## config.mk

```make
export PLATFORM = sky130hd
export DESIGN_NAME = variable_slot_lru_object_cache
export DESIGN_NICKNAME = d
export VERILOG_FILES = /design/src/vslc_pkg.sv /design/src/vslc_ram.sv /design/src/vslc_cmp.sv /design/src/variable_slot_lru_object_cache.sv
export SDC_FILE = /design/constraint.sdc
export NUM_CORES = 2
export LEC_CHECK = 0
export BUFFER_PORTS_ARGS = -buffer_cell sky130_fd_sc_hd__buf_2
export CAP_MARGIN = 5
export CORE_AREA = 2 2 368 370
export DETAILED_ROUTE_END_ITERATION = 12
export DIE_AREA = 0 0 370 372
export PLACE_DENSITY = 0.88
export SLEW_MARGIN = 40
export SYNTH_ARGS = -nofsm -noshare
export SYNTH_HDL_FRONTEND = slang
export SYNTH_SLANG_ARGS = --single-unit
```

## constraint.sdc

```tcl
create_clock -name clk -period 12.7 [get_ports clk]
set_clock_uncertainty 0.15 [all_clocks]
set_input_delay 2.54 -clock clk [delete_from_list [all_inputs] [get_ports clk]]
set_output_delay 2.54 -clock clk [all_outputs]
set_load 0.005 [all_outputs]
```

## src/vslc_pkg.sv

```systemverilog
// ----------------------------------------------------------------------------
// Variable-slot LRU object cache package
// Shared types, codes and constants for the object cache and its submodules.
// ----------------------------------------------------------------------------
package vslc_pkg;

    // Default number of slots in the cache.
    localparam int VSLC_SLOTS = 16;

    // Field widths.
    localparam int FUNC_W  = 2;
    localparam int ADDR_W  = 32;
    localparam int BYTES_W = 19;
    localparam int STAT_W  = 3;
    localparam int SLOT_W  = 4;
    localparam int USE_W   = 32;

    // Addresses below this limit bypass the cache.
    localparam logic [ADDR_W-1:0] PASS_LIMIT = 32'd262144;
    // Only slots whose last use lies below this value may be replaced.
    localparam logic [USE_W-1:0] LRU_CEILING = 32'h7fffffff;
    // Store size after reset.
    localparam logic [BYTES_W-1:0] STORE_RESET = 19'd65536;

    // Operation codes.
    localparam logic [FUNC_W-1:0] FN_LOOKUP    = 2'd0;
    localparam logic [FUNC_W-1:0] FN_FLUSH_ONE = 2'd1;
    localparam logic [FUNC_W-1:0] FN_FLUSH_ALL = 2'd2;
    localparam logic [FUNC_W-1:0] FN_UNUSED    = 2'd3;

    // Result status codes.
    localparam logic [STAT_W-1:0] ST_PASS         = 3'd0;
    localparam logic [STAT_W-1:0] ST_HIT          = 3'd1;
    localparam logic [STAT_W-1:0] ST_REUSED       = 3'd2;
    localparam logic [STAT_W-1:0] ST_APPENDED     = 3'd3;
    localparam logic [STAT_W-1:0] ST_REPLACED     = 3'd4;
    localparam logic [STAT_W-1:0] ST_FLUSH_APPEND = 3'd5;
    localparam logic [STAT_W-1:0] ST_TOO_LARGE    = 3'd6;
    localparam logic [STAT_W-1:0] ST_FLUSH_DONE   = 3'd7;

    // Configuration register word index.
    localparam logic REG_STORE_BYTES = 1'b0;

    // Input item.
    typedef struct packed {
        logic [FUNC_W-1:0]  func;
        logic [ADDR_W-1:0]  remote_addr;
        logic [BYTES_W-1:0] item_bytes;
    } req_item_t;

    // Result item.
    typedef struct packed {
        logic [STAT_W-1:0] status;
        logic [SLOT_W-1:0] slot;
        logic [ADDR_W-1:0] local_addr;
    } rsp_item_t;

    // One slot as held in the slot memory.
    typedef struct packed {
        logic [ADDR_W-1:0]  tag;
        logic [BYTES_W-1:0] bucket;
        logic [BYTES_W-1:0] base;
        logic [USE_W-1:0]   last_use;
    } slot_entry_t;

    // Flags from the shared slot compare unit.
    typedef struct packed {
        logic tag_hit;
        logic is_empty;
        logic fits;
        logic older;
    } cmp_result_t;

endpackage

```

## src/vslc_ram.sv

```systemverilog
// ----------------------------------------------------------------------------
// Generic RAM
// One write port and one read port with registered read data.
// ----------------------------------------------------------------------------
module vslc_ram #(
    parameter int WIDTH = 8,
    parameter int DEPTH = 16
) (
    input  logic                                  clk,
    input  logic                                  we,
    input  logic [((DEPTH > 1) ? $clog2(DEPTH) : 1)-1:0] waddr,
    input  logic [WIDTH-1:0]                      wdata,
    input  logic [((DEPTH > 1) ? $clog2(DEPTH) : 1)-1:0] raddr,
    output logic [WIDTH-1:0]                      rdata
);

    logic [WIDTH-1:0] mem_reg [0:DEPTH-1];
    logic [WIDTH-1:0] rdata_reg;

    // Write port.
    always_ff @(posedge clk)
    begin
        if (we)
        begin
            mem_reg[waddr] <= wdata;
        end
    end

    // Registered read port.
    always_ff @(posedge clk)
    begin
        rdata_reg <= mem_reg[raddr];
    end

    assign rdata = rdata_reg;

endmodule

```

## src/vslc_cmp.sv

```systemverilog
// ----------------------------------------------------------------------------
// Slot compare unit
// Compares one slot read from memory against the item being worked on.
// ----------------------------------------------------------------------------
module vslc_cmp
    import vslc_pkg::*;
(
    input  slot_entry_t        entry,
    input  logic [ADDR_W-1:0]  key_addr,
    input  logic [BYTES_W-1:0] key_bytes,
    input  logic [USE_W-1:0]   best_use,
    output cmp_result_t        res
);

    // Tag match, empty slot, bucket fit and age against the best so far.
    always_comb
    begin
        res.tag_hit  = (entry.tag == key_addr);
        res.is_empty = (entry.tag == '0);
        res.fits     = (entry.bucket >= key_bytes);
        res.older    = (entry.last_use < best_use);
    end

endmodule

```

## src/variable_slot_lru_object_cache.sv

```systemverilog
// ----------------------------------------------------------------------------
// Variable-slot LRU object cache
// Maps remote object addresses to slots of a local store, scanning the slot
// memory one slot at a time through a shared compare unit.
// ----------------------------------------------------------------------------
//  Channel  Direction  Handshake             Payload
//  req      in         req_valid/req_stall   req (func, remote_addr, item_bytes)
//  rsp      out        rsp_valid/rsp_stall   rsp (status, slot, local_addr)
//  cfg      in         APB write/read        store_bytes at word 0
//
// A lookup miss scans every allocated slot and then decides a placement; a flush-one
// scans every allocated slot. Each slot passes through a memory read state and a
// compare state. A hit ends the scan at the slot that hits.
// Passthrough, flush-all and the unused code skip the scan.
// Reset clears the slot count, the use clock and all control state, and sets
// store_bytes to 65536; slot memory is never read above the slot count.
// A new item is taken while the previous result still waits on rsp_stall.
// ----------------------------------------------------------------------------
module variable_slot_lru_object_cache
    import vslc_pkg::*;
#(
    parameter int SLOTS = VSLC_SLOTS
) (
    input  logic        clk,
    input  logic        rst_n,
    input  logic        req_valid,
    output logic        req_stall,
    input  req_item_t   req,
    output logic        rsp_valid,
    input  logic        rsp_stall,
    output rsp_item_t   rsp,
    input  logic        psel,
    input  logic        penable,
    input  logic        pwrite,
    input  logic [2:0]  paddr,
    input  logic [31:0] pwdata,
    output logic [31:0] prdata,
    output logic        pready
);

    localparam int IDX_W = (SLOTS > 1) ? $clog2(SLOTS) : 1;
    localparam int CNT_W = $clog2(SLOTS + 1);
    localparam logic [CNT_W-1:0] SLOT_COUNT = CNT_W'(SLOTS);

    localparam int STATE_W = 3;
    localparam logic [STATE_W-1:0] S_IDLE   = 3'd0;
    localparam logic [STATE_W-1:0] S_READ   = 3'd1;
    localparam logic [STATE_W-1:0] S_CHECK  = 3'd2;
    localparam logic [STATE_W-1:0] S_DECIDE = 3'd3;
    localparam logic [STATE_W-1:0] S_OUT    = 3'd4;

    logic [STATE_W-1:0] state_reg;
    logic [STATE_W-1:0] state_next;

    logic [BYTES_W-1:0] store_bytes_reg;
    logic [CNT_W-1:0]   slots_reg;
    logic [BYTES_W-1:0] end_used_reg;
    logic [USE_W-1:0]   use_clock_reg;
    logic [IDX_W-1:0]   idx_reg;

    logic [ADDR_W-1:0]  addr_reg;
    logic [BYTES_W-1:0] bytes_reg;
    logic               flush_reg;

    logic               empty_found_reg;
    logic [IDX_W-1:0]   empty_idx_reg;
    logic [BYTES_W-1:0] empty_bucket_reg;
    logic [BYTES_W-1:0] empty_base_reg;

    logic               best_found_reg;
    logic [IDX_W-1:0]   best_idx_reg;
    logic [USE_W-1:0]   best_use_reg;
    logic [BYTES_W-1:0] best_bucket_reg;
    logic [BYTES_W-1:0] best_base_reg;

    rsp_item_t          res_reg;
    rsp_item_t          rsp_reg;
    logic               rsp_valid_reg;

    logic               req_take;
    logic               rsp_free;
    logic               cfg_write;
    logic               last_slot;

    slot_entry_t        rd_entry;
    slot_entry_t        wr_entry;
    logic               ram_we;
    logic [IDX_W-1:0]   ram_waddr;
    cmp_result_t        cmp;

    logic [BYTES_W:0]   space_diff;
    logic [BYTES_W-1:0] space;
    logic               too_large;
    logic               append_fit;

    // Slot memory and the shared compare unit.
    vslc_ram #(
        .WIDTH ($bits(slot_entry_t)),
        .DEPTH (SLOTS)
    ) u_slot_ram (
        .clk   (clk),
        .we    (ram_we),
        .waddr (ram_waddr),
        .wdata (wr_entry),
        .raddr (idx_reg),
        .rdata (rd_entry)
    );

    vslc_cmp u_cmp (
        .entry     (rd_entry),
        .key_addr  (addr_reg),
        .key_bytes (bytes_reg),
        .best_use  (best_use_reg),
        .res       (cmp)
    );

    // Handshakes.
    assign req_stall = (state_reg != S_IDLE);
    assign req_take  = req_valid && (state_reg == S_IDLE);
    assign rsp_free  = !rsp_valid_reg || !rsp_stall;
    assign rsp_valid = rsp_valid_reg;
    assign rsp       = rsp_reg;

    // Configuration port.
    assign pready    = 1'b1;
    assign cfg_write = psel && penable && pwrite && (paddr[2] == REG_STORE_BYTES);
    assign prdata    = (paddr[2] == REG_STORE_BYTES) ? {13'd0, store_bytes_reg} : 32'd0;

    always_ff @(posedge clk or negedge rst_n)
    begin
        if (!rst_n)
        begin
            store_bytes_reg <= STORE_RESET;
        end
        else if (cfg_write)
        begin
            store_bytes_reg <= pwdata[BYTES_W-1:0];
        end
    end

    // Miss placement checks against the free tail of the store.
    assign space_diff = {1'b0, store_bytes_reg} - {1'b0, end_used_reg};
    assign space      = space_diff[BYTES_W] ? '0 : space_diff[BYTES_W-1:0];
    assign too_large  = (bytes_reg > store_bytes_reg);
    assign append_fit = (slots_reg < SLOT_COUNT) && (bytes_reg <= space);
    assign last_slot  = ((CNT_W'(idx_reg) + CNT_W'(1)) == slots_reg);

    // Slot memory write: hit and flush updates while scanning, placement on a miss.
    always_comb
    begin
        ram_we    = 1'b0;
        ram_waddr = idx_reg;
        wr_entry  = rd_entry;
        if (state_reg == S_CHECK)
        begin
            if (cmp.tag_hit)
            begin
                ram_we = 1'b1;
                if (flush_reg)
                begin
                    wr_entry.tag      = '0;
                    wr_entry.last_use = '0;
                end
                else
                begin
                    wr_entry.last_use = use_clock_reg;
                end
            end
        end
        else if ((state_reg == S_DECIDE) && !too_large)
        begin
            ram_we            = 1'b1;
            wr_entry.tag      = addr_reg;
            wr_entry.last_use = use_clock_reg;
            if (empty_found_reg)
            begin
                ram_waddr       = empty_idx_reg;
                wr_entry.bucket = empty_bucket_reg;
                wr_entry.base   = empty_base_reg;
            end
            else if (append_fit)
            begin
                ram_waddr       = slots_reg[IDX_W-1:0];
                wr_entry.bucket = bytes_reg;
                wr_entry.base   = end_used_reg;
            end
            else if (best_found_reg)
            begin
                ram_waddr       = best_idx_reg;
                wr_entry.bucket = best_bucket_reg;
                wr_entry.base   = best_base_reg;
            end
            else
            begin
                ram_waddr         = '0;
                wr_entry.bucket   = bytes_reg;
                wr_entry.base     = '0;
                wr_entry.last_use = '0;
            end
        end
    end

    // Sequencer state transitions.
    always_comb
    begin
        state_next = state_reg;
        unique case (state_reg)
            S_IDLE:
            begin
                if (req_take)
                begin
                    if (((req.func == FN_LOOKUP) && (req.remote_addr >= PASS_LIMIT))
                        || (req.func == FN_FLUSH_ONE))
                    begin
                        if (slots_reg == '0)
                        begin
                            state_next = (req.func == FN_LOOKUP) ? S_DECIDE : S_OUT;
                        end
                        else
                        begin
                            state_next = S_READ;
                        end
                    end
                    else
                    begin
                        state_next = S_OUT;
                    end
                end
            end
            S_READ:
            begin
                state_next = S_CHECK;
            end
            S_CHECK:
            begin
                if (cmp.tag_hit && !flush_reg)
                begin
                    state_next = S_OUT;
                end
                else if (last_slot)
                begin
                    state_next = flush_reg ? S_OUT : S_DECIDE;
                end
                else
                begin
                    state_next = S_READ;
                end
            end
            S_DECIDE:
            begin
                state_next = S_OUT;
            end
            S_OUT:
            begin
                if (rsp_free)
                begin
                    state_next = S_IDLE;
                end
            end
            default:
            begin
                state_next = S_IDLE;
            end
        endcase
    end

    always_ff @(posedge clk or negedge rst_n)
    begin
        if (!rst_n)
        begin
            state_reg <= S_IDLE;
        end
        else
        begin
            state_reg <= state_next;
        end
    end

    // Cache bookkeeping: slot count, end of used space and use clock.
    always_ff @(posedge clk or negedge rst_n)
    begin
        if (!rst_n)
        begin
            slots_reg     <= '0;
            end_used_reg  <= '0;
            use_clock_reg <= '0;
        end
        else if (req_take)
        begin
            if (req.func == FN_FLUSH_ALL)
            begin
                slots_reg     <= '0;
                end_used_reg  <= '0;
                use_clock_reg <= '0;
            end
            else if ((req.func == FN_LOOKUP) && (req.remote_addr >= PASS_LIMIT))
            begin
                use_clock_reg <= use_clock_reg + USE_W'(1);
            end
        end
        else if ((state_reg == S_DECIDE) && !too_large && !empty_found_reg)
        begin
            if (append_fit)
            begin
                slots_reg    <= slots_reg + CNT_W'(1);
                end_used_reg <= end_used_reg + bytes_reg;
            end
            else if (!best_found_reg)
            begin
                slots_reg     <= CNT_W'(1);
                end_used_reg  <= bytes_reg;
                use_clock_reg <= '0;
            end
        end
    end

    // Item capture, scan index and search candidates.
    always_ff @(posedge clk or negedge rst_n)
    begin
        if (!rst_n)
        begin
            idx_reg         <= '0;
            flush_reg       <= 1'b0;
            empty_found_reg <= 1'b0;
            best_found_reg  <= 1'b0;
        end
        else if (req_take)
        begin
            idx_reg         <= '0;
            flush_reg       <= (req.func == FN_FLUSH_ONE);
            empty_found_reg <= 1'b0;
            best_found_reg  <= 1'b0;
        end
        else if ((state_reg == S_CHECK) && !flush_reg)
        begin
            if (cmp.is_empty && cmp.fits && !empty_found_reg)
            begin
                empty_found_reg <= 1'b1;
            end
            if (cmp.fits && cmp.older)
            begin
                best_found_reg <= 1'b1;
            end
            idx_reg <= idx_reg + IDX_W'(1);
        end
        else if (state_reg == S_CHECK)
        begin
            idx_reg <= idx_reg + IDX_W'(1);
        end
    end

    // Payload side of the capture and candidates.
    always_ff @(posedge clk)
    begin
        if (req_take)
        begin
            addr_reg     <= req.remote_addr;
            bytes_reg    <= req.item_bytes;
            best_use_reg <= LRU_CEILING;
        end
        else if ((state_reg == S_CHECK) && !flush_reg)
        begin
            if (cmp.is_empty && cmp.fits && !empty_found_reg)
            begin
                empty_idx_reg    <= idx_reg;
                empty_bucket_reg <= rd_entry.bucket;
                empty_base_reg   <= rd_entry.base;
            end
            if (cmp.fits && cmp.older)
            begin
                best_idx_reg    <= idx_reg;
                best_use_reg    <= rd_entry.last_use;
                best_bucket_reg <= rd_entry.bucket;
                best_base_reg   <= rd_entry.base;
            end
        end
    end

    // Result assembly.
    always_ff @(posedge clk)
    begin
        if (req_take)
        begin
            res_reg.status     <= ST_FLUSH_DONE;
            res_reg.slot       <= '0;
            res_reg.local_addr <= '0;
            if ((req.func == FN_LOOKUP) && (req.remote_addr < PASS_LIMIT))
            begin
                res_reg.status     <= ST_PASS;
                res_reg.local_addr <= req.remote_addr;
            end
        end
        else if ((state_reg == S_CHECK) && cmp.tag_hit && !flush_reg)
        begin
            res_reg.status     <= ST_HIT;
            res_reg.slot       <= SLOT_W'(idx_reg);
            res_reg.local_addr <= ADDR_W'(rd_entry.base);
        end
        else if (state_reg == S_DECIDE)
        begin
            if (too_large)
            begin
                res_reg.status     <= ST_TOO_LARGE;
                res_reg.slot       <= '0;
                res_reg.local_addr <= '0;
            end
            else if (empty_found_reg)
            begin
                res_reg.status     <= ST_REUSED;
                res_reg.slot       <= SLOT_W'(empty_idx_reg);
                res_reg.local_addr <= ADDR_W'(empty_base_reg);
            end
            else if (append_fit)
            begin
                res_reg.status     <= ST_APPENDED;
                res_reg.slot       <= SLOT_W'(slots_reg);
                res_reg.local_addr <= ADDR_W'(end_used_reg);
            end
            else if (best_found_reg)
            begin
                res_reg.status     <= ST_REPLACED;
                res_reg.slot       <= SLOT_W'(best_idx_reg);
                res_reg.local_addr <= ADDR_W'(best_base_reg);
            end
            else
            begin
                res_reg.status     <= ST_FLUSH_APPEND;
                res_reg.slot       <= '0;
                res_reg.local_addr <= '0;
            end
        end
    end

    // Output register.
    always_ff @(posedge clk or negedge rst_n)
    begin
        if (!rst_n)
        begin
            rsp_valid_reg <= 1'b0;
        end
        else if ((state_reg == S_OUT) && rsp_free)
        begin
            rsp_valid_reg <= 1'b1;
        end
        else if (!rsp_stall)
        begin
            rsp_valid_reg <= 1'b0;
        end
    end

    always_ff @(posedge clk)
    begin
        if ((state_reg == S_OUT) && rsp_free)
        begin
            rsp_reg <= res_reg;
        end
    end

    // The slot count never exceeds the number of slots.
    a_slot_count: assert property (@(posedge clk) disable iff (!rst_n)
        slots_reg <= SLOT_COUNT)
        else $error("slot count above capacity");

    // An empty cache has no used space.
    a_empty_end: assert property (@(posedge clk) disable iff (!rst_n)
        (slots_reg == '0) |-> (end_used_reg == '0))
        else $error("used space without slots");

    // The scan only reads allocated slots.
    a_scan_range: assert property (@(posedge clk) disable iff (!rst_n)
        (state_reg == S_READ) |-> (CNT_W'(idx_reg) < slots_reg))
        else $error("scan beyond allocated slots");

    // Leaving the output state always presents a result.
    a_result_out: assert property (@(posedge clk) disable iff (!rst_n)
        ((state_reg == S_OUT) && rsp_free) |=> rsp_valid_reg)
        else $error("result lost on output");

endmodule

```

==> metrics <==
CP max stage delay=0.79 ns; Reg2Reg Depth=24; area occupied by multi-input gates=0.0211 mm2; period utilisation layout=63.3%; Resize count post-CTS=0; CTS H-tree lvls=4; core area=0.134 mm2; largest net degree at the start of global routing=133; Reg area=0.0602 mm2; Critical Path Sink=u_slot_ram.mem_reg[0][50]; clock network latency to the later pin of the worst-skew pair=0.83 ns; cts hold-fix bufs=0; Fillers=7,579; Clock transition at path regs=0.06 ns; Setup crit end kind=flip-flop; Leak=31.3 nW; status=complete, no violations; via count=50,700; Worst setup SP type=flip-flop; WL/cell=32.7 um; CTS tree=done; reg2reg end=u_slot_ram.mem_reg[0][50]; Reg-to-Reg Start=end_used_reg[1]; Worst-Margin Slew=0.969 ns; synth cell count leaders=edfxtp_1 (1,841), mux2i_1 (408), nand2_1 (290), o21ai_0 (252), clkbuf_1 (212); Async S/R FF share, synth=4.16%; Seq/Total Area, Yosys=73.0%; Top cell by count, worst path=buf_4; clock sink total=2,065; post-route insts no fill=7,053; Largest register FFs=1,632; DRT Wirelength=230 mm; Synth top area share=67.1%; Starting DRT DRC Count=8,664; arrival time at the worst endpoint=8.33 ns; Setup crit start=end_used_reg[1]; Setup Crit Path Kind=reg2reg; Final Max Slew Viols=0; number of remaining DRC errors=0; YS warnings=0; setup TNS=0 ns; starting density of the core=61.4%; RSZ-0062 raised after global routing=no; Post-CTS Repair Setup Buffers=0; Synth area leader=edfxtp_1; DIE AREA=0.138 mm2; CTS Root Buffer Type=clkbuf_16; Fmax=124 MHz; nets=5,326; Power Density=220 mW/mm2; Setup-failing EPs final=0; placed cell count=6,685; GRT Total Usage=32.9%; Worst slew margin=34.8%; number of synthesized flops with an enable pin=1,841; num rows=135; Avg Inst Size Synth=16.8 um2; I/O Buffers=139; antenna violations before repair=23; vias in the first global route=50,500; Die H=372 um; share of post-route cells with drive strength above 1=16.1%; CP top delay family=compound AO/OA/AOI/OAI gates; Crit-path slowest cell=buf_4; most common cell in the netlist=edfxtp_1; min Tclk post-route=8.04 ns; Buf/Inv on CP=4; Req. time, crit path=12.99 ns; max cap viols=0; Mapped Area=0.0825 mm2; largest cells by area after synthesis=edfxtp_1 (67%), mux4_2 (5.6%), mux2i_1 (5.0%), dfxtp_1 (3.4%), dfrtp_1 (2.6%); TritonCTS buffer count=189; Syn-to-layout area delta=12.0%; Crit. path cell count=24; vias per cell=7.19; RD Place Congestion=0.918; peak supply drop=0.218 mV; Die X=370 um; CTS max path bufs=3; num ports=169; R2R setup slack=4.66 ns; first-pass GRT wire length=327 mm; DR pass1 iterations=8; Hold Crit Class=reg2reg; Final Hold Viols=0; Post-DP HPWL=121 mm; Hold WS=0.269 ns; crit path max fanout=38; Top FF cell, synth=edfxtp_1; Cells after Synth=4,901; CP cell instances=inv_1 > ha_1 > nor2b_1 > o31a_1 > or3_1 > nand3b_1 > a31oi_1 > a41oi_1 > a211o_1 > o21ai_1 > buf_4 > nand2_1 > ha_1 > a21oi_1 > o21ai_0 > a2111oi_0 > o211ai_1 > and2_2 > or3_1 > a32o_1 > or3b_4 > nor2_4 > buf_4 > buf_4; total gr overflow=0; FF+latch count, synth=2,065; post-route ant nets=0; synth unique cells=82
-- worst register-to-register path: cells and delay by family (launching register included) --
family                   cells  cell delay (ns)
flip-flops                   1             0.51
AO/OA/AOI/OAI               10             2.66
AND/OR/NAND/NOR              8             1.95
buffers and inverters        4             1.76
adder cells (fa/ha/maj)      2             0.59
-- where the power goes --
group / internal, mW / switching (mW) / total, mW / leakage (nW)
Combinational: 1.95 / 3.38 / 5.34 / 9.24
Sequential: 8.67 / 0.481 / 9.15 / 18.9
Clock: 3.34 / 2.54 / 5.88 / 3.13
-- kinds of logic after synthesis --
family / share of synthesized area (%)
buffers and inverters: 1.88
and+or+nand+nor: 3.58
xor gates and xnor gates: 0.680
AOI/OAI and AO/OA: 8.03
DFF: 73.0
other: 0.00911
adders and majority gates: 2.01
muxes: 10.8
-- cells in the final DEF, fill, tap and decap left out, types with 55 or more instances in the layout --
cell       instances
o21ai_0          237
a221oi_1         206
edfxtp_1        1841
nand3_1           78
a22oi_1          119
nor2_1           118
mux4_2           204
mux2i_1          408
ha_1             129
clkbuf_16        195
dfrtp_1           80
a22o_1            64
inv_1            105
buf_4             74
buf_2            138
nand2_1          287
xnor2_1           55
dfxtp_1          138
a21oi_1          161
-- final cells by class --
cell class	count	share of cell area, %
multi-input cells	2476	22.8
flip-flops and latches	2065	65.2
diodes	7	0.0190
inverters	108	0.443
clock buffers	267	5.84
well taps	1781	2.41
repair buffers	260	2.18
clock inverters	89	1.09
-- metal layers --
layer	up-vias	track usage, %	part of all wire, %
met1	25000	40.9	32
met2	4712	51.5	47
met3	1013	10.0	15
met4	24	19.2	6.4
li1	20000	-	-
met5	-	0	0.090
-- worst min path at each step --
| stage | start | endpoint | slack, ns | cells past startpoint |
|---|---|---|---|---|
| after detailed placement | res_reg[29] | rsp[29] | 0.25 | 0 |
| after CTS | res_reg[29] | rsp[29] | 0.27 | 0 |
| after global routing | res_reg[14] | rsp[14] | 0.28 | 0 |
| after floorplan | res_reg[0] | rsp[0] | 0.25 | 0 |
| after global placement | res_reg[25] | rsp[25] | 0.25 | 0 |
| final | res_reg[29] | rsp[29] | 0.27 | 0 |
-- through the flow --
stage	cell area (um2)	total power, mW	worst slack (ns)	utilization [%]
detailed placement	85700	14.3	4.78	63.9
floorplan	82500	12.7	2.62	-
global route	92400	20.9	4.33	68.8
finish	92400	20.4	4.66	68.8
CTS	92100	20.1	4.65	68.6
global placement	85400	14.0	4.61	63.6
Power figures use the tool's default switching activity.
